**src/rtl/ssd_pkg.sv**
```systemverilog
package ssd_pkg;

  localparam int unsigned MAX_DIGITS_DEF     = 8;
  localparam int unsigned BLINK_PRESCALE_DEF = 50;

  localparam int unsigned SEG_W      = 8;
  localparam int unsigned SEL_W      = 8;
  localparam int unsigned SEL_IDX_W  = 3;
  localparam int unsigned CFG_IDX_W  = 2;
  localparam int unsigned CFG_DATA_W = 8;
  localparam int unsigned LEVEL_W    = 4;
  localparam int unsigned SLOT_W     = 8;
  localparam int unsigned PRESCALE_W = 6;
  localparam int unsigned BLINK_W    = 8;
  localparam int unsigned TEXT_W     = 4;

  localparam logic [LEVEL_W-1:0] TOP_LEVEL = 4'd9;
  localparam logic [SEG_W-1:0]   POINT_BIT = 8'h80;
  localparam logic [7:0]         CHAR_DOT  = 8'h2E;

  localparam logic [CFG_IDX_W-1:0] CFG_POSITION_COUNT = 2'd0;
  localparam logic [CFG_IDX_W-1:0] CFG_CONTRAST_LEVEL = 2'd1;
  localparam logic [CFG_IDX_W-1:0] CFG_BLINK_SPEED    = 2'd2;
  localparam logic [CFG_IDX_W-1:0] CFG_BLINK_MASK     = 2'd3;

  typedef enum logic [1:0] {
    OP_TICK,
    OP_CHAR,
    OP_DOT
  } op_t;

  function automatic logic [LEVEL_W-1:0] clamp_level(input logic [LEVEL_W-1:0] v);
    clamp_level = (v > TOP_LEVEL) ? TOP_LEVEL : v;
  endfunction

  // dark slots after the fitted digits, per contrast level
  function automatic logic [7:0] dark_slots(input logic [LEVEL_W-1:0] lvl);
    case (lvl)
      4'd0:    dark_slots = 8'd200;
      4'd1:    dark_slots = 8'd100;
      4'd2:    dark_slots = 8'd50;
      4'd3:    dark_slots = 8'd25;
      4'd4:    dark_slots = 8'd15;
      4'd5:    dark_slots = 8'd10;
      4'd6:    dark_slots = 8'd8;
      4'd7:    dark_slots = 8'd6;
      4'd8:    dark_slots = 8'd4;
      default: dark_slots = 8'd0;
    endcase
  endfunction

  // (9 - speed) * 20 as shift-add
  function automatic logic [BLINK_W-1:0] blink_limit(input logic [LEVEL_W-1:0] speed);
    logic [LEVEL_W-1:0] d;
    d = TOP_LEVEL - clamp_level(speed);
    blink_limit = {d, 4'b0000} + {2'b00, d, 2'b00};
  endfunction

  function automatic logic [SEG_W-1:0] font_of(input logic [7:0] c);
    case (c)
      "0":     font_of = 8'h3F;
      "1":     font_of = 8'h06;
      "2":     font_of = 8'h5B;
      "3":     font_of = 8'h4F;
      "4":     font_of = 8'h66;
      "5":     font_of = 8'h6D;
      "6":     font_of = 8'h7D;
      "7":     font_of = 8'h07;
      "8":     font_of = 8'h7F;
      "9":     font_of = 8'h67;
      "a":     font_of = 8'h77;
      "b":     font_of = 8'h7C;
      "c":     font_of = 8'h39;
      "d":     font_of = 8'h5E;
      "e":     font_of = 8'h7B;
      "E":     font_of = 8'h79;
      "f":     font_of = 8'h71;
      "g":     font_of = 8'h6F;
      "-":     font_of = 8'h40;
      "h":     font_of = 8'h76;
      "o":     font_of = 8'h5C;
      "l":     font_of = 8'h38;
      "p":     font_of = 8'h73;
      default: font_of = 8'h00;
    endcase
  endfunction

endpackage

```
**src/rtl/ssd_in_if.sv**
```systemverilog
interface ssd_in_if;
  logic       valid;
  logic       ready;
  logic       kind;
  logic [7:0] character;
  logic       first;

  modport source (output valid, output kind, output character, output first, input ready);
  modport sink (input valid, input kind, input character, input first, output ready);
endinterface

```
**src/rtl/ssd_out_if.sv**
```systemverilog
interface ssd_out_if;
  logic       valid;
  logic       ready;
  logic [7:0] digit_select;
  logic [7:0] segment_bits;

  modport source (output valid, output digit_select, output segment_bits, input ready);
  modport sink (input valid, input digit_select, input segment_bits, output ready);
endinterface

```
**src/rtl/ssd_seg_store.sv**
```systemverilog
module ssd_seg_store #(
  parameter int unsigned DEPTH = ssd_pkg::MAX_DIGITS_DEF,
  parameter int unsigned AW    = 3
) (
  input  logic                     clk,
  input  logic                     rst_n,
  input  logic                     rd_en,
  input  logic [AW-1:0]            rd_addr,
  input  logic                     wr_en,
  input  logic [AW-1:0]            wr_addr,
  input  logic [ssd_pkg::SEG_W-1:0] wr_data,
  output logic [ssd_pkg::SEG_W-1:0] rd_data
);

  logic [ssd_pkg::SEG_W-1:0] mem [DEPTH];
  logic [DEPTH-1:0]          written_r;
  logic [ssd_pkg::SEG_W-1:0] rdata_r;
  logic                      rvalid_r;
  logic                      fwd_hit_r;
  logic [ssd_pkg::SEG_W-1:0] fwd_data_r;

  always_ff @(posedge clk) begin
    if (wr_en) begin
      mem[wr_addr] <= wr_data;
    end
    if (rd_en) begin
      rdata_r    <= mem[rd_addr];
      fwd_data_r <= wr_data;
    end
  end

  // entries never written read as dark
  always_ff @(posedge clk) begin
    if (!rst_n) begin
      written_r <= '0;
      rvalid_r  <= 1'b0;
      fwd_hit_r <= 1'b0;
    end else begin
      if (wr_en) begin
        written_r[wr_addr] <= 1'b1;
      end
      if (rd_en) begin
        rvalid_r  <= written_r[rd_addr];
        // same-cycle write to the entry being read: take the new value
        fwd_hit_r <= wr_en && (wr_addr == rd_addr);
      end
    end
  end

  always_comb begin
    if (fwd_hit_r) begin
      rd_data = fwd_data_r;
    end else if (rvalid_r) begin
      rd_data = rdata_r;
    end else begin
      rd_data = '0;
    end
  end

endmodule

```
**src/rtl/seven_segment_scan_driver_core.sv**
```systemverilog
// Multiplexed seven-segment scan driver.
// Input channel in_chan carries items: kind 0 is a scan tick, kind 1 a text
// character (first restarts text at digit zero). Each tick produces exactly
// one transfer on out_chan with a one-hot or all-zero digit_select and its
// segment_bits; characters produce no result and only update the segment store.
// Configuration is a plain write port (cfg_we, cfg_index, cfg_wdata) for
// position count, contrast level, blink speed and blink mask; write it only
// while the block is idle.
// The segment store is read at the tick's input transfer and the output
// register loads the read data when the read stage advances. Throughput is
// one item per cycle unless a tick waits on a stalled output register; the
// single port pair of the segment store is shared by the tick read, the dot
// read-modify-write and the character write; same-entry accesses are forwarded.
// Reset (synchronous, rst_n low) restores the register defaults, blanks all
// digits and clears the scan and blink counters; no clearing pass is needed.
// When the receiver stalls, the output register holds its result; characters
// keep flowing and one more tick is taken into the read stage, after which
// in_chan stalls for every item until the output register frees.
module seven_segment_scan_driver_core #(
  parameter int unsigned MAX_DIGITS     = ssd_pkg::MAX_DIGITS_DEF,
  parameter int unsigned BLINK_PRESCALE = ssd_pkg::BLINK_PRESCALE_DEF
) (
  input  logic                          clk,
  input  logic                          rst_n,
  ssd_in_if.sink                        in_chan,
  ssd_out_if.source                     out_chan,
  input  logic                          cfg_we,
  input  logic [ssd_pkg::CFG_IDX_W-1:0]  cfg_index,
  input  logic [ssd_pkg::CFG_DATA_W-1:0] cfg_wdata
);

  localparam int unsigned AW = (MAX_DIGITS > 1) ? $clog2(MAX_DIGITS) : 1;
  localparam logic [ssd_pkg::LEVEL_W-1:0] MAX_CNT = ssd_pkg::LEVEL_W'(MAX_DIGITS);
  localparam logic [ssd_pkg::PRESCALE_W-1:0] PRESCALE_END =
    ssd_pkg::PRESCALE_W'(BLINK_PRESCALE);

  // configuration
  logic [ssd_pkg::LEVEL_W-1:0] position_count_r;
  logic [ssd_pkg::LEVEL_W-1:0] contrast_level_r;
  logic [ssd_pkg::LEVEL_W-1:0] blink_speed_r;
  logic [ssd_pkg::SEL_W-1:0]   blink_mask_r;

  // scan and text state
  logic [ssd_pkg::SLOT_W-1:0]     scan_slot_r, scan_slot_nxt;
  logic [ssd_pkg::SEL_W-1:0]      enable_mask_r, enable_mask_nxt;
  logic [ssd_pkg::PRESCALE_W-1:0] blink_prescale_r, blink_prescale_nxt;
  logic [ssd_pkg::BLINK_W-1:0]    blink_counter_r, blink_counter_nxt;
  logic [ssd_pkg::TEXT_W-1:0]     text_index_r, text_index_nxt;

  // read stage
  logic                      s1_valid_r, s1_valid_nxt;
  ssd_pkg::op_t              s1_op_r, s1_op_nxt;
  logic [ssd_pkg::SEL_W-1:0] s1_sel_r, s1_sel_nxt;
  logic [ssd_pkg::SEG_W-1:0] s1_font_r, s1_font_nxt;
  logic [AW-1:0]             s1_addr_r, s1_addr_nxt;

  // output register
  logic                      out_valid_r, out_valid_nxt;
  logic [ssd_pkg::SEL_W-1:0] out_sel_r, out_sel_nxt;
  logic [ssd_pkg::SEG_W-1:0] out_seg_r, out_seg_nxt;

  logic                        accept;
  logic                        s1_adv;
  logic [ssd_pkg::LEVEL_W-1:0]  count;
  logic [ssd_pkg::TEXT_W-1:0]   ti_eff;
  logic                        lit;
  logic [ssd_pkg::SEL_W-1:0]   tick_sel;
  logic [ssd_pkg::SLOT_W:0]    slot_limit;
  logic [ssd_pkg::SLOT_W:0]    slot_inc;
  logic [ssd_pkg::PRESCALE_W-1:0] prescale_inc;
  logic [ssd_pkg::BLINK_W-1:0] counter_inc;
  logic                        rd_en;
  logic [AW-1:0]               rd_addr;
  logic                        wr_en;
  logic [ssd_pkg::SEG_W-1:0]   wr_data;
  logic [ssd_pkg::SEG_W-1:0]   rd_data;

  assign count  = (position_count_r > MAX_CNT) ? MAX_CNT : position_count_r;
  assign s1_adv = s1_valid_r &&
                  ((s1_op_r != ssd_pkg::OP_TICK) || !out_valid_r || out_chan.ready);
  assign in_chan.ready = !s1_valid_r || s1_adv;
  assign accept = in_chan.valid && in_chan.ready;
  assign ti_eff = in_chan.first ? '0 : text_index_r;

  assign lit = ({4'b0000, count} > scan_slot_r) &&
               enable_mask_r[scan_slot_r[ssd_pkg::SEL_IDX_W-1:0]];
  assign tick_sel = lit ? (ssd_pkg::SEL_W'(1) << scan_slot_r[ssd_pkg::SEL_IDX_W-1:0]) : '0;
  assign slot_limit = {1'b0, ssd_pkg::dark_slots(ssd_pkg::clamp_level(contrast_level_r))} +
                      {5'b00000, count};
  assign slot_inc     = {1'b0, scan_slot_r} + 9'd1;
  assign prescale_inc = blink_prescale_r + 6'd1;
  assign counter_inc  = blink_counter_r + 8'd1;

  // stage 0: decode item, advance counters, issue store read
  always_comb begin
    scan_slot_nxt      = scan_slot_r;
    enable_mask_nxt    = enable_mask_r;
    blink_prescale_nxt = blink_prescale_r;
    blink_counter_nxt  = blink_counter_r;
    text_index_nxt     = text_index_r;
    s1_op_nxt          = ssd_pkg::OP_TICK;
    s1_sel_nxt         = tick_sel;
    s1_font_nxt        = ssd_pkg::font_of(in_chan.character);
    s1_addr_nxt        = scan_slot_r[AW-1:0];
    s1_valid_nxt       = 1'b0;
    rd_en              = 1'b0;
    rd_addr            = scan_slot_r[AW-1:0];

    if (accept) begin
      if (!in_chan.kind) begin
        s1_valid_nxt  = 1'b1;
        rd_en         = 1'b1;
        scan_slot_nxt = (slot_inc > slot_limit) ? '0 : slot_inc[ssd_pkg::SLOT_W-1:0];
        if (prescale_inc >= PRESCALE_END) begin
          blink_prescale_nxt = '0;
          if (blink_mask_r != '0) begin
            if (counter_inc > ssd_pkg::blink_limit(blink_speed_r)) begin
              blink_counter_nxt = '0;
              enable_mask_nxt   = enable_mask_r ^ blink_mask_r;
            end else begin
              blink_counter_nxt = counter_inc;
            end
          end
        end else begin
          blink_prescale_nxt = prescale_inc;
        end
      end else begin
        text_index_nxt = ti_eff;
        if (in_chan.character == ssd_pkg::CHAR_DOT) begin
          // point goes on the previous digit; drop a leading dot
          if (ti_eff != '0) begin
            s1_valid_nxt = 1'b1;
            s1_op_nxt    = ssd_pkg::OP_DOT;
            s1_addr_nxt  = AW'(ti_eff - 4'd1);
            rd_en        = 1'b1;
            rd_addr      = AW'(ti_eff - 4'd1);
          end
        end else if (ti_eff < count) begin
          s1_valid_nxt   = 1'b1;
          s1_op_nxt      = ssd_pkg::OP_CHAR;
          s1_addr_nxt    = AW'(ti_eff);
          text_index_nxt = ti_eff + 4'd1;
        end
      end
    end else if (s1_valid_r && !s1_adv) begin
      s1_valid_nxt = 1'b1;
    end

    // hold the stalled stage
    if (s1_valid_r && !s1_adv) begin
      s1_op_nxt   = s1_op_r;
      s1_sel_nxt  = s1_sel_r;
      s1_font_nxt = s1_font_r;
      s1_addr_nxt = s1_addr_r;
    end

    if (cfg_we && (cfg_index == ssd_pkg::CFG_BLINK_MASK)) begin
      enable_mask_nxt = '1;
    end
  end

  // stage 1: write back characters and points, hand ticks to the output
  assign wr_en   = s1_valid_r && (s1_op_r != ssd_pkg::OP_TICK);
  assign wr_data = (s1_op_r == ssd_pkg::OP_DOT) ? (rd_data | ssd_pkg::POINT_BIT) : s1_font_r;

  always_comb begin
    out_valid_nxt = out_valid_r;
    out_sel_nxt   = out_sel_r;
    out_seg_nxt   = out_seg_r;
    if (out_valid_r && out_chan.ready) begin
      out_valid_nxt = 1'b0;
    end
    if (s1_adv && (s1_op_r == ssd_pkg::OP_TICK)) begin
      out_valid_nxt = 1'b1;
      out_sel_nxt   = s1_sel_r;
      out_seg_nxt   = (s1_sel_r != '0) ? rd_data : '0;
    end
  end

  assign out_chan.valid        = out_valid_r;
  assign out_chan.digit_select = out_sel_r;
  assign out_chan.segment_bits = out_seg_r;

  ssd_seg_store #(
    .DEPTH (MAX_DIGITS),
    .AW    (AW)
  ) u_seg_store (
    .clk     (clk),
    .rst_n   (rst_n),
    .rd_en   (rd_en),
    .rd_addr (rd_addr),
    .wr_en   (wr_en),
    .wr_addr (s1_addr_r),
    .wr_data (wr_data),
    .rd_data (rd_data)
  );

  always_ff @(posedge clk) begin
    if (!rst_n) begin
      position_count_r <= 4'd8;
      contrast_level_r <= 4'd9;
      blink_speed_r    <= 4'd5;
      blink_mask_r     <= '0;
    end else if (cfg_we) begin
      case (cfg_index)
        ssd_pkg::CFG_POSITION_COUNT: position_count_r <= cfg_wdata[ssd_pkg::LEVEL_W-1:0];
        ssd_pkg::CFG_CONTRAST_LEVEL: contrast_level_r <= cfg_wdata[ssd_pkg::LEVEL_W-1:0];
        ssd_pkg::CFG_BLINK_SPEED:    blink_speed_r    <= cfg_wdata[ssd_pkg::LEVEL_W-1:0];
        ssd_pkg::CFG_BLINK_MASK:     blink_mask_r     <= cfg_wdata;
        default: ;
      endcase
    end
  end

  always_ff @(posedge clk) begin
    if (!rst_n) begin
      scan_slot_r      <= '0;
      enable_mask_r    <= '1;
      blink_prescale_r <= '0;
      blink_counter_r  <= '0;
      text_index_r     <= '0;
      s1_valid_r       <= 1'b0;
      s1_op_r          <= ssd_pkg::OP_TICK;
      out_valid_r      <= 1'b0;
    end else begin
      scan_slot_r      <= scan_slot_nxt;
      enable_mask_r    <= enable_mask_nxt;
      blink_prescale_r <= blink_prescale_nxt;
      blink_counter_r  <= blink_counter_nxt;
      text_index_r     <= text_index_nxt;
      s1_valid_r       <= s1_valid_nxt;
      s1_op_r          <= s1_op_nxt;
      out_valid_r      <= out_valid_nxt;
    end
  end

  always_ff @(posedge clk) begin
    s1_sel_r  <= s1_sel_nxt;
    s1_font_r <= s1_font_nxt;
    s1_addr_r <= s1_addr_nxt;
    out_sel_r <= out_sel_nxt;
    out_seg_r <= out_seg_nxt;
  end

endmodule

```
**src/flat_wrapper.sv**
```systemverilog
// flat-port wrapper written by rule: the top's interface ports become plain ports
module seven_segment_scan_driver_core_flat 
#(
  parameter int unsigned MAX_DIGITS     = ssd_pkg::MAX_DIGITS_DEF,
  parameter int unsigned BLINK_PRESCALE = ssd_pkg::BLINK_PRESCALE_DEF
)
  (clk, rst_n, cfg_we, cfg_index, cfg_wdata, in_chan_valid, in_chan_kind, in_chan_character, in_chan_first, in_chan_ready, out_chan_valid, out_chan_digit_select, out_chan_segment_bits, out_chan_ready);
  ssd_in_if in_chan_i ();
  ssd_out_if out_chan_i ();
  input  logic clk;
  input  logic rst_n;
  input  logic cfg_we;
  input  logic [ssd_pkg::CFG_IDX_W-1:0] cfg_index;
  input  logic [ssd_pkg::CFG_DATA_W-1:0] cfg_wdata;
  input wire logic [$bits(in_chan_i.valid)-1:0] in_chan_valid;
  input wire logic [$bits(in_chan_i.kind)-1:0] in_chan_kind;
  input wire logic [$bits(in_chan_i.character)-1:0] in_chan_character;
  input wire logic [$bits(in_chan_i.first)-1:0] in_chan_first;
  output wire logic [$bits(in_chan_i.ready)-1:0] in_chan_ready;
  output wire logic [$bits(out_chan_i.valid)-1:0] out_chan_valid;
  output wire logic [$bits(out_chan_i.digit_select)-1:0] out_chan_digit_select;
  output wire logic [$bits(out_chan_i.segment_bits)-1:0] out_chan_segment_bits;
  input wire logic [$bits(out_chan_i.ready)-1:0] out_chan_ready;
  assign in_chan_i.valid = in_chan_valid;
  assign in_chan_i.kind = in_chan_kind;
  assign in_chan_i.character = in_chan_character;
  assign in_chan_i.first = in_chan_first;
  assign in_chan_ready = in_chan_i.ready;
  assign out_chan_valid = out_chan_i.valid;
  assign out_chan_digit_select = out_chan_i.digit_select;
  assign out_chan_segment_bits = out_chan_i.segment_bits;
  assign out_chan_i.ready = out_chan_ready;
  seven_segment_scan_driver_core #(.MAX_DIGITS(MAX_DIGITS), .BLINK_PRESCALE(BLINK_PRESCALE)) u_core (.clk(clk), .rst_n(rst_n), .in_chan(in_chan_i), .out_chan(out_chan_i), .cfg_we(cfg_we), .cfg_index(cfg_index), .cfg_wdata(cfg_wdata));
endmodule
```
**config.mk**
```make
export PLATFORM = sky130hd
export DESIGN_NAME = seven_segment_scan_driver_core_flat
export DESIGN_NICKNAME = d
export VERILOG_FILES = /design/src/rtl/ssd_pkg.sv /design/src/rtl/ssd_in_if.sv /design/src/rtl/ssd_out_if.sv /design/src/rtl/ssd_seg_store.sv /design/src/rtl/seven_segment_scan_driver_core.sv /design/src/flat_wrapper.sv
export SDC_FILE = /design/constraint.sdc
export NUM_CORES = 1
export LEC_CHECK = 0
export BUFFER_PORTS_ARGS = -buffer_cell sky130_fd_sc_hd__buf_2
export CORE_ASPECT_RATIO = 0.7
export CORE_MARGIN = 5
export CORE_UTILIZATION = 30
export CTS_BUF_LIST = sky130_fd_sc_hd__clkbuf_16
export DETAILED_ROUTE_END_ITERATION = 6
export PLACE_DENSITY = 0.46
export RECOVER_POWER = 50
export SYNTH_ARGS = -nofsm -noshare
export SYNTH_HDL_FRONTEND = slang
export SYNTH_SLANG_ARGS = --single-unit
```
**constraint.sdc**
```tcl
create_clock -name clk -period 5 [get_ports clk]
set_clock_uncertainty 0.2 [all_clocks]
set_input_delay 0.25 -clock clk [delete_from_list [all_inputs] [get_ports clk]]
set_output_delay 0.25 -clock clk [all_outputs]
set_load 0.1 [all_outputs]
```
# Yosys cells after proc, flatten, opt, wreduce, memory -nomap -nowiden
# Memories as Yosys holds them, arrays and structs flattened. A register that Yosys moved wholly into a read port is not among the register bits.
# Index checks and enable logic that the tools add are counted.
# totals
reg_bits	111
wordCells	154
mem_count	2
output_inout_bits	18
mem_bits_rw	64
mem_bits_ro	128
latch_bits	0
# classes
div_mod_pow	0
bitwise_logic	4
n_addsub	8
shifts	1
n_mux	45
n_reduce_logical	32
multipliers	0
magnitude_cmp	12
eq_ne	29
# mem_list
name	depth	width	read_ports	rd_clocked_by_memory_dff	wr	line_no	source
(name not given)	16	8	1	0	0	ssd_pkg.sv:38	case (lvl)
u_core.u_seg_store.mem	8	8	1	1	1	ssd_seg_store.sv:15	logic [ssd_pkg::SEG_W-1:0] mem [DEPTH];
# op_table
cell	n
$pmux W7 S23	1
$eq A8 B6 Y1 const B	12
$eq A8 B7 Y1 const B	12
$mux W8	5
$mux W3	8
$mux W4	6
$mux W1	17
$reduce_bool A8 Y1	2
$gt A4 B4 Y1 const B	3
$lt A3 B4 Y1 const B	3
$reduce_and A2 Y1	6
$logic_and A1 B1 Y1	10
$add A8 B1 Y9 const B	1
$add A8 B4 Y9	1
$gt A9 B9 Y1	1
$add A8 B1 Y8 const B	1
$add A8 B6 Y8	1
$gt A4 B8 Y1	1
$gt A8 B8 Y1	1
$mux W2	4
$or A8 B8 Y8	1
$shl A1 B3 Y8 const A	1
$xor A8 B8 Y8	1
$add A6 B1 Y6 const B	1
other kinds (21)	31

# Logic depth before layout (Yosys ltp)
# Gate-level depths: netlist (run 1).
# logic_depth
word_depth	9
ltp_mapped	23
ltp_nobuf	22

# Hierarchy
# From an unflattened synthesis (run 1), not the netlist that was laid out.
# unflattened
cells_unflattened	833
hier_area_um2	9315.2
# modules_own_cells
mod	area_per_inst_um2	cells_each	n_inst	seq_area_each_um2
seven_segment_scan_driver_core	5891.9	667	1	2182.1
ssd_seg_store	3423.3	166	1	2602.5

# Worst setup path before layout (run 1)
# No wires, ideal clock.
# synth_timing
path_type	register to register
from	reg u_core.contrast_level_r[2] (netlist name)
to	reg u_core.scan_slot_r[3] (netlist name)
stages_incl_launch_ff	22
period_less_slack_ps	4227
setup_ps	70
required_time_ps	4730
setup_slack_ps	773
t_arrival_ps	3957
cell_sequence	dfxtp_1 clkbuf_1 o21ai_0 nand2b_1 inv_1 ha_1 a211o_1 inv_1 ha_1 a21o_1 a21oi_1 nor2b_1 o21ai_0 xor2_1 nand2_1 ha_1 a21oi_1 nor2b_1 o311ai_2 nand3_1 or3_1 a21oi_1
# synth_between
elab_chain_cells	6
# synth_lines
item	line_no	source
start: declaration	seven_segment_scan_driver_core.sv:39	logic [ssd_pkg::LEVEL_W-1:0] contrast_level_r;
start signal: assignment	seven_segment_scan_driver_core.sv:207	ssd_pkg::CFG_CONTRAST_LEVEL: contrast_level_r <= cfg_wdata[ssd_pkg::LEVEL_W-1:0];
$gt A4 B4 Y1	ssd_pkg.sv:33	clamp_level = (v > TOP_LEVEL) ? TOP_LEVEL : v;
$mux W4 *	ssd_pkg.sv:33	
$mem_v2 Z16 W8 *	-	
$add A8 B4 Y9 *	seven_segment_scan_driver_core.sv:88	assign slot_limit = {1'b0, ssd_pkg::dark_slots(ssd_pkg::clamp_level(contrast_level_r))} +
$gt A9 B9 Y1 *	seven_segment_scan_driver_core.sv:113	scan_slot_nxt = (slot_inc > slot_limit) ? '0 : slot_inc[ssd_pkg::SLOT_W-1:0];
$mux W8 *	seven_segment_scan_driver_core.sv:113	
end signal: assignment	seven_segment_scan_driver_core.sv:226	scan_slot_r <= scan_slot_nxt;
end: declaration	seven_segment_scan_driver_core.sv:44	logic [ssd_pkg::SLOT_W-1:0] scan_slot_r, scan_slot_nxt;
# Mark *: on every way between the ends. The rest lies on a longest branch, timed or not.
# A chain may end at the register's enable or synchronous reset.

# Final worst setup path (run 1)
# Ends and elaborated chain as after synthesis.

==> metrics.md, run 1 <==
| Metric | Value |
|---|---|
| Post-route antenna net violation count | `0` |
| Core area | `31300 um^2` |
| Final min period | `4560 ps` |
| CTS Buf Count | `17` |
| Syn_nets | `975` |
| Syn Std Cell Area | `9540 um^2` |
| CTS tree | `yes` |
| Yosys warnings | `0` |
| Clock Sinks | `182` |
| Core Rows | `54` |
| Fmax | `219 MHz` |
| Most frequent cells in the layout | `edfxtp_1, nand2_1, nor2_1, mux2i_1, dfxtp_1` |
| First-pass GRT wire length | `36.5 mm` |
| Synth-to-Final Area Change | `13.2%` |
| Post-DP HPWL | `16.0 mm` |
| Initial Utilization | `30.5%` |
| CP Max Fanout | `10` |
| VDD IR max | `0.219 mV` |
| Initial antenna violation count | `1` |
| Via count | `6689` |
| Post-route non-filler standard cell count | `1379` |
| Port Buffer Count | `42` |
| Critical Path End Type | `flop` |
| Worst setup SP type | `flop` |
| Setup Buffers After CTS | `0` |
| All-Layer GR Usage | `12.8%` |
| Post-Route Utilization | `34.5%` |
| Final nets | `1019` |
| Cells after DPL | `1336` |
| First-pass iteration count of the detailed router | `5` |
| Final Hold Fails | `0` |
| Routed WL per cell | `16.6 um` |
| Pwr Density | `309 nW/um^2` |
| Yosys reg bits | `182` |
| Initial DRC Count | `575` |
| GPL Wtd Cong | `0.788` |
| Die Height | `159 um` |
| Yosys cell types | `77` |
| Grt total ovfl | `0` |
| Post-synth ARST share | `0%` |
| Worst Path Required | `5170 ps` |
| Worst skew pair latency | `440 ps` |
| Sequential area share after synthesis | `50.2%` |
| Vias in the first global route | `6352` |
| Relative slew slack | `13.5%` |
| CTS H-tree depth | `4` |
| Endpoints failing setup | `0` |
| Clk pin slew, worst setup/hold paths | `70 ps` |
| Actual slew at the worst max-slew pin | `1280 ps` |
| CP Data Arrival Time | `4730 ps` |
| Root Buffer | `clkbuf_16` |
| Clock tree buffer depth | `2` |
| DRC errors left | `0` |
| Most common cell after layout, fill and taps aside | `edfxtp_1` |
| Period utilization | `91.2%` |
| Static Leak | `4.30 nW` |
| Tot Pwr | `0.00333 W` |
| Die area | `35500 um^2` |
| Status | `completed` |
| Synth Instances | `902` |
| Hold slack | `32.8 ps` |
| Post-DR vias/cell | `4.85` |
| Die W | `223 um` |
| Number of synthesized flops with an enable pin | `114` |
| Slew Limit Fails | `0` |
| Antenna cells | `0` |
| Setup CP Type | `reg -> reg` |
| Post-synth top flop | `edfxtp_1` |
| Ratio of cells with drive above 1 in the final layout | `8.97%` |
| Wirelength, routed | `22.8 mm` |
| Fillers | `3121` |
| Fin Setup TNS | `0 ps` |
| HP Class | `in -> reg` |
| RSZ-0062 raised after global routing | `no` |
| Largest net degree at the start of global routing | `52` |
| Ports | `43` |
| Max cap viols | `0` |
| Syn Area/Cell | `10.6 um^2` |
layout make-up:
type                            count  area [um^2]  share of cell area, %
Clock buffer                       17          425                   3.94
Clock inverter                     15          164                   1.52
Inverter                           30          113                   1.04
Multi-Input combinational cell    650         4420                   40.9
Sequential cell                   182         4780                   44.3
Tap cell                          420          526                   4.87
Timing Repair Buffer               65          367                   3.40
stage by stage:
| step | cell area, um^2 | setup WS (ps) |
|---|---|---|
| floorplan | 9540 | 773 |
| global placement | 10100 | 434 |
| detailed placement | 10100 | 327 |
| CTS | 10800 | 293 |
| global route | 10800 | 36.2 |
| finish | 10800 | 438 |
metal layers:
layer  routed length [um]  vias to the layer above  track usage [%]  share of wire [%]
li1                     -                     3348                -                  -
met1                12400                     3209             20.1                 54
met2                 9320                      123             17.9                 41
met3                 1000                        9             2.80                4.4
met4                  146                        0             2.81               0.64
met5                    0                        -                0                  0
path summary, 6_finish.rpt:
kind              slack, ps                        from                         endpoint  depth (start not counted)
hold reg to reg         240          u_core.s1_sel_r[7]  u_core.out_chan.digit_select[7]                          0
hold / removal           30                cfg_index[0]       u_core.position_count_r[3]                          3
setup / recovery        440  u_core.contrast_level_r[2]            u_core.scan_slot_r[3]                         20
setup reg to reg        440  u_core.contrast_level_r[2]            u_core.scan_slot_r[3]                         20
sequential cells by signal, summed over array words and instances, names as in the netlist:
| name | cells |
|---|---|
| u_core.s1_op_r | 2 |
| u_core.u_seg_store.fwd_data_r | 8 |
| u_core.s1_valid_r | 1 |
| u_core.u_seg_store.mem | 64 |
| u_core.u_seg_store.rdata_r | 8 |
| u_core.s1_sel_r | 8 |
| u_core.blink_prescale_r | 6 |
| u_core.position_count_r | 4 |
| u_core.u_seg_store.written_r | 8 |
| u_core.s1_addr_r | 3 |
| u_core.scan_slot_r | 8 |
| u_core.blink_counter_r | 8 |
| u_core.s1_font_r | 7 |
| u_core.out_chan.segment_bits | 8 |
| u_core.blink_speed_r | 4 |
| u_core.out_chan.valid | 1 |
| u_core.blink_mask_r | 8 |
| u_core.enable_mask_r | 8 |
| u_core.text_index_r | 4 |
| u_core.out_chan.digit_select | 8 |
| u_core.contrast_level_r | 4 |
| u_core.u_seg_store.fwd_hit_r | 1 |
| u_core.u_seg_store.rvalid_r | 1 |
worst max-delay path, cell delays in order (launching register included):
cell,delay [ps]
dfxtp_1,540
o21ai_0,130
nand2b_1,170
inv_1,100
ha_1,200
a211o_1,330
inv_1,70
ha_1,220
a21o_1,180
a21oi_1,230
nor2b_1,70
o21ai_0,200
xor2_1,170
nand2_1,70
ha_1,300
a21oi_1,160
nor2b_1,100
o311ai_4,420
nand3_1,150
or3_1,360
a21oi_1,120
what timing repair did:
action,CTS,global route
setup endpoints to repair,0,2
hold endpoints to repair,22,0
resized for setup,0,1
hold buffers,11,0
logic make-up after synthesis:
family	synth area share [%]
AO/OA/AOI/OAI	11.4
adder cells (fa/ha/maj)	6.45
other	0.0393
multiplexers	8.92
flip-flops	50.2
AND/OR/NAND/NOR	16.3
buffers and inverters	3.67
XOR/XNOR	3.02
synthesized netlist by cell type (all sizes together), types with 3 or more instances:
cell type | number | area share [%]
mux2i | 70 | 7.4
nand2b | 15 | 0.98
o21a | 10 | 0.79
o211ai | 3 | 0.24
a41oi | 3 | 0.28
and3 | 17 | 1.1
a31oi | 8 | 0.52
nor3 | 7 | 0.37
o22ai | 4 | 0.26
and2 | 7 | 0.46
dfxtp | 68 | 14
nor3b | 4 | 0.43
o31ai | 3 | 0.24
mux2 | 9 | 1.1
a21oi | 50 | 2.7
or2 | 3 | 0.20
clkbuf | 26 | 1.0
or4 | 3 | 0.24
edfxtp | 114 | 36
ha | 46 | 6.0
nand3b | 7 | 0.55
a22oi | 11 | 0.87
nor2b | 16 | 1.0
a21o | 7 | 0.55
o31a | 4 | 0.37
nand3 | 25 | 1.3
nand4 | 14 | 0.92
o21ai | 41 | 2.2
xnor2 | 8 | 0.73
nor2 | 89 | 3.5
nand2 | 97 | 3.9
inv | 29 | 1.1
or3 | 4 | 0.31
nor4 | 4 | 0.26
xor2 | 24 | 2.3
buf | 14 | 1.5
o311ai | 3 | 0.35
power breakdown:
group          total (W)  leakage (nW)  internal (W)  switching (W)
Sequential       0.00165          1.64       0.00163      0.0000226
Combinational   0.000322          2.38     0.0000958       0.000226
Clock            0.00136         0.282      0.000707       0.000648
Total            0.00333          4.30       0.00243       0.000897
Power figures use the tool's default switching activity.
==> run 2: changes to the inputs <==
Settings changed: CORE_UTILIZATION 30 to 50, PLACE_DENSITY 0.46 to 0.68, TNS_END_PERCENT set to 5.
==> run 2 against run 1 <==
Power up 0.19%. Global-route usage up 6.5 points. Critical path depth unchanged. Core utilization up 22 points. Largest cell class unchanged. The run now ends with capacitance limit, slew limit left.
==> metrics.md, run 2 (synthesis gave the netlist of run 1 again) <==
| Metric | Value |
|---|---|
| First-pass iteration count of the detailed router | `4` |
| CTS H-tree depth | `4` |
| Pwr Density | `316 nW/um^2` |
| Worst skew pair latency | `440 ps` |
| Initial DRC Count | `545` |
| Ratio of cells with drive above 1 in the final layout | `8.58%` |
| Final nets | `1017` |
| Status | `complete, but fails checks` |
| Failing checks | `capacitance limit, slew limit` |
| DRC errors left | `0` |
| CP Data Arrival Time | `4690 ps` |
| Endpoints failing setup | `0` |
| Routed WL per cell | `17.3 um` |
| Crit-path max cell delay | `520 ps` |
| CTS tree | `yes` |
| Critical-path cell list | `o21ai_0, nand2b_1, inv_1, ha_1, a211o_1, inv_1, ha_1, a21o_1, a21oi_1, nor2b_1, o21ai_0, xor2_1, nand2_1, ha_1, a21oi_1, nor2b_1, o311ai_2, nand3_1, or3_1, a21oi_1` |
| Post-cts sizing count | `0` |
| Final Hold Fails | `0` |
| Top delay family on crit path | `compound AO/OA/AOI/OAI gates` |
| Core area | `18800 um^2` |
| Slowest-stage cell, CP | `dfxtp_1` |
| Post-DP HPWL | `14.2 mm` |
| Port Buffer Count | `42` |
| All-Layer GR Usage | `19.3%` |
| Max cap viols | `1` |
| Post-route antenna net violation count | `0` |
| Die area | `22000 um^2` |
| Tot Pwr | `0.00334 W` |
| Period utilization | `91.0%` |
| Initial antenna violation count | `0` |
| CTS Buf Count | `17` |
| Die W | `175 um` |
| HP Class | `in -> reg` |
| Critical Path End Type | `flop` |
| CP Max Fanout | `10` |
| Fillers | `1674` |
| VDD IR max | `0.210 mV` |
| Slew Limit Fails | `41` |
| Clk pin slew, worst setup/hold paths | `70 ps` |
| Grt total ovfl | `0` |
| Antenna cells | `0` |
| Post-DR vias/cell | `5.64` |
| Setup CP Type | `reg -> reg` |
| Max FFs per register | `64` |
| Ports | `43` |
| Clock Sinks | `182` |
| Fmax | `220 MHz` |
| Setup Buffers After CTS | `0` |
| Actual slew at the worst max-slew pin | `2010 ps` |
| Final min period | `4550 ps` |
| Synth-to-Final Area Change | `10.7%` |
| Most common cell after layout, fill and taps aside | `edfxtp_1` |
| Hold-fix buffers, CTS | `11` |
| Root Buffer | `clkbuf_16` |
| Fin Setup TNS | `0 ps` |
| First-pass GRT wire length | `33.7 mm` |
| Most frequent cells in the layout | `edfxtp_1, nand2_1, nor2_1, mux2i_1, dfxtp_1` |
| Largest Register | `u_core.u_seg_store.mem` |
| Via count | `6752` |
| Clock tree buffer depth | `2` |
| Largest net degree at the start of global routing | `41` |
| Wirelength, routed | `20.7 mm` |
| Initial Utilization | `50.7%` |
| Die Height | `126 um` |
| Crit path buf inv count | `2` |
| Core Rows | `42` |
| Relative slew slack | `-34.0%` |
| Vias in the first global route | `6260` |
| RSZ-0062 raised after global routing | `no` |
| Worst setup SP type | `flop` |
| Worst Path Required | `5140 ps` |
| GPL Wtd Cong | `0.906` |
| Static Leak | `4.30 nW` |
run 2: cell types whose count changed in the layout (fill, tap and decap cells not counted), moves of 2 or more:
cell / previous run / this run
clkinv_8: 2 / 0
buf_2: 22 / 20
inv_8: 2 / 4
clkinvlp_4: 3 / 1
run 2: metal layers:
layer  vias to the layer above  routed length [um]  GRT usage, %
li1                       3351                   -             -
met2                       176                8380          25.9
met1                      3207               10700          31.0
met5                         -                   0             0
met3                        18                1410          4.83
met4                         0                 203          4.57
run 2: cell type report:
cell class | instances | area (um^2) | share of cell area, %
Tap cell | 242 | 303 | 2.87
Timing Repair Buffer | 63 | 353 | 3.34
Clock buffer | 17 | 425 | 4.03
Clock inverter | 14 | 165 | 1.56
Multi-Input combinational cell | 650 | 4410 | 41.8
Inverter | 30 | 113 | 1.07
Sequential cell | 182 | 4780 | 45.3
run 2: worst register-to-register path, delay by kind of cell (launching register included):
kind / cells / cell delay (ps)
buf+inv: 2 / 200
simple gates: 6 / 860
compound gates: 8 / 1750
flops: 1 / 520
fa+ha+maj: 3 / 740
xor+xnor: 1 / 160
run 2: path summary, 6_finish.rpt:
check / startpoint / to / slack, ps / cells after the start
setup / recovery: u_core.contrast_level_r[2] / u_core.scan_slot_r[3] / 450 / 20
hold / removal: in_chan_first / u_core.text_index_r[3] / 50 / 4
setup reg to reg: u_core.contrast_level_r[2] / u_core.scan_slot_r[3] / 450 / 20
hold reg to reg: u_core.s1_sel_r[1] / u_core.out_chan.digit_select[1] / 250 / 0
run 2: report_power, final:
part	switching [W]	total, W	internal (W)
clock network	0.000615	0.00137	0.000751
registers	0.0000223	0.00165	0.00163
logic	0.000223	0.000318	0.0000950
run 2: metrics by stage:
step / area [um^2] / worst slack, ps / hold WS [ps] / cells / util [%]
2_1_floorplan: 9540 / 773 / 175 / 902 / -
3_3_place_gp: 9900 / 652 / 230 / 1156 / 52.6
3_5_place_dp: 9900 / 552 / 230 / 1156 / 52.6
4_1_cts: 10600 / 496 / 19.8 / 1198 / 56.4
5_1_grt: 10600 / 66.9 / 77.6 / 1198 / 56.1
6_report: 10600 / 450 / 54.1 / 1198 / 56.1
==> run 3: changes to the inputs <==
Clock period 5 ns to 5.85 ns, I/O delays scaled along.
==> run 3 against run 2 <==
The flow still finishes with violations (capacitance limit, slew limit). Final area about the same. Sequential power is 15% lower. Hold slack improved by 41 ps. Global-route usage is 0.38 points lower. Worst setup slack gained 780 ps. Final cell count barely moved. Register-to-register slack better by 780 ps. Routed wire length is 1.0% lower. Maximum frequency down 1.6%. Critical path depth is the same. Die area unchanged. Largest cell class unchanged. Highest routed layer unchanged.
==> metrics.md, run 3 (synthesis gave the netlist of run 1 again) <==
| Metric | Value |
|---|---|
| Max cap viols | `1` |
| Ports | `43` |
| Post-cts sizing count | `0` |
| Period utilization | `79.0%` |
| Actual slew at the worst max-slew pin | `2510 ps` |
| Hold Path Origin | `in_chan_first` |
| Clk pin slew, worst setup/hold paths | `70 ps` |
| Reg area | `4780 um^2` |
| CTS tree | `yes` |
| Endpoints failing setup | `0` |
| Post-route antenna net violation count | `0` |
| Post-DR vias/cell | `5.62` |
| Setup CP Type | `reg -> reg` |
| Wirelength, routed | `20.5 mm` |
| Status | `complete, but fails checks` |
| Worst Path Required | `5980 ps` |
| Crit path buf inv count | `2` |
| Slowest-stage cell, CP | `o311ai_2` |
| Clock tree buffer depth | `2` |
| Largest Register | `u_core.u_seg_store.mem` |
| Hold slack | `95.3 ps` |
| Core Rows | `42` |
| CP Data Arrival Time | `4750 ps` |
| Placed Area | `9890 um^2` |
| DRC errors left | `0` |
| Initial DRC Count | `496` |
| Initial Utilization | `50.7%` |
| Critical-path cell list | `o21ai_0, nand2b_1, inv_1, ha_1, a211o_1, inv_1, ha_1, a21o_1, a21oi_1, nor2b_1, o21ai_0, xor2_1, nand2_1, ha_1, a21oi_1, nor2b_1, o311ai_2, nand3_1, or3_1, a21oi_1` |
| Most frequent cells in the layout | `edfxtp_1, nand2_1, nor2_1, mux2i_1, dfxtp_1` |
| Static Leak | `4.30 nW` |
| Port Buffer Count | `42` |
| Post-Route Utilization | `56.2%` |
| Final min period | `4620 ps` |
| Initial antenna violation count | `0` |
| Top delay family on crit path | `compound AO/OA/AOI/OAI gates` |
| Clock Sinks | `182` |
| Via count | `6729` |
| GPL Wtd Cong | `0.891` |
| Pwr Density | `271 nW/um^2` |
| Startpoint of the worst setup timing path | `u_core.contrast_level_r[2]` |
| Worst setup SP type | `flop` |
| First-pass iteration count of the detailed router | `5` |
| Grt total ovfl | `0` |
| Fin Setup TNS | `0 ps` |
| Max FFs per register | `64` |
| Core area | `18800 um^2` |
| Die Height | `126 um` |
| Post-DP HPWL | `13.9 mm` |
| VDD IR max | `0.152 mV` |
| HP Class | `in -> reg` |
| First-pass GRT wire length | `33.1 mm` |
| Worst r2r src | `u_core.contrast_level_r[2]` |
| Die area | `22000 um^2` |
| CTS H-tree depth | `4` |
| Design area | `10600 um^2` |
| Final nets | `1015` |
| Synth-to-Final Area Change | `10.7%` |
| Failing checks | `capacitance limit, slew limit` |
| Most common cell after layout, fill and taps aside | `edfxtp_1` |
| Root Buffer | `clkbuf_16` |
| Relative slew slack | `-67.5%` |
| Setup Buffers After CTS | `0` |
| Critical Path End Type | `flop` |
| Worst skew pair latency | `440 ps` |
| Die W | `175 um` |
| RSZ-0062 raised after global routing | `no` |
| Ratio of cells with drive above 1 in the final layout | `8.38%` |
| Vias in the first global route | `6140` |
| Largest net degree at the start of global routing | `52` |
| Fmax | `216 MHz` |
| Area of the multi-input gates | `4420 um^2` |
| Fillers | `1651` |
| Final Hold Fails | `0` |
| All-Layer GR Usage | `19.0%` |
| CP Max Fanout | `10` |
| Slew Limit Fails | `52` |
| Crit-path max cell delay | `550 ps` |
| Routed WL per cell | `17.1 um` |
| Antenna cells | `0` |
| CTS Buf Count | `17` |
[run 3: area by class of cell]
| type | instances | share of cell area, % |
|---|---|---|
| Clock buffer | 17 | 4.03 |
| Clock inverter | 15 | 1.75 |
| Inverter | 30 | 1.07 |
| Multi-Input combinational cell | 650 | 41.8 |
| Sequential cell | 182 | 45.3 |
| Tap cell | 242 | 2.87 |
| Timing Repair Buffer | 61 | 3.17 |
[run 3: final timing paths]
check | to | slack [ps] | cells after the start
min reg2reg | u_core.out_chan.digit_select[2] | 240 | 0
min | u_core.text_index_r[3] | 100 | 4
max reg2reg | u_core.scan_slot_r[3] | 1230 | 20
max | u_core.scan_slot_r[3] | 1230 | 20
[run 3: what timing repair did]
item	CTS	global route
endpoints found under the hold margin	19	0
hold buffers	11	0
setup endpoints to repair	0	0
[run 3: per-layer routing]
metal / up-vias / part of all wire, % / track usage, %
li1: 3348 / - / -
met1: 3176 / 52 / 30.4
met2: 186 / 41 / 25.7
met3: 19 / 5.9 / 3.98
met4: 0 / 1.2 / 5.12
met5: - / 0 / 0
[run 3: where the power goes]
group          switching, W  internal [W]
Clock              0.000528      0.000648
Sequential        0.0000195       0.00139
Combinational      0.000190     0.0000808
Total              0.000737       0.00212
[run 3: tightest hold or removal path: cells and delay by family]
family | cells | cell delay (ps)
buf+inv | 1 | 180
compound gates | 1 | 60
simple gates | 2 | 150
[run 3: stage by stage]
stage	power (W)	setup WS, ps	cells
finish	0.00286	1230	1197
global route	0.00297	757	1197
CTS	0.00288	1210	1197
detailed placement	0.00171	1280	1154
global placement	0.00171	1380	1154
floorplan	0.00164	1620	902
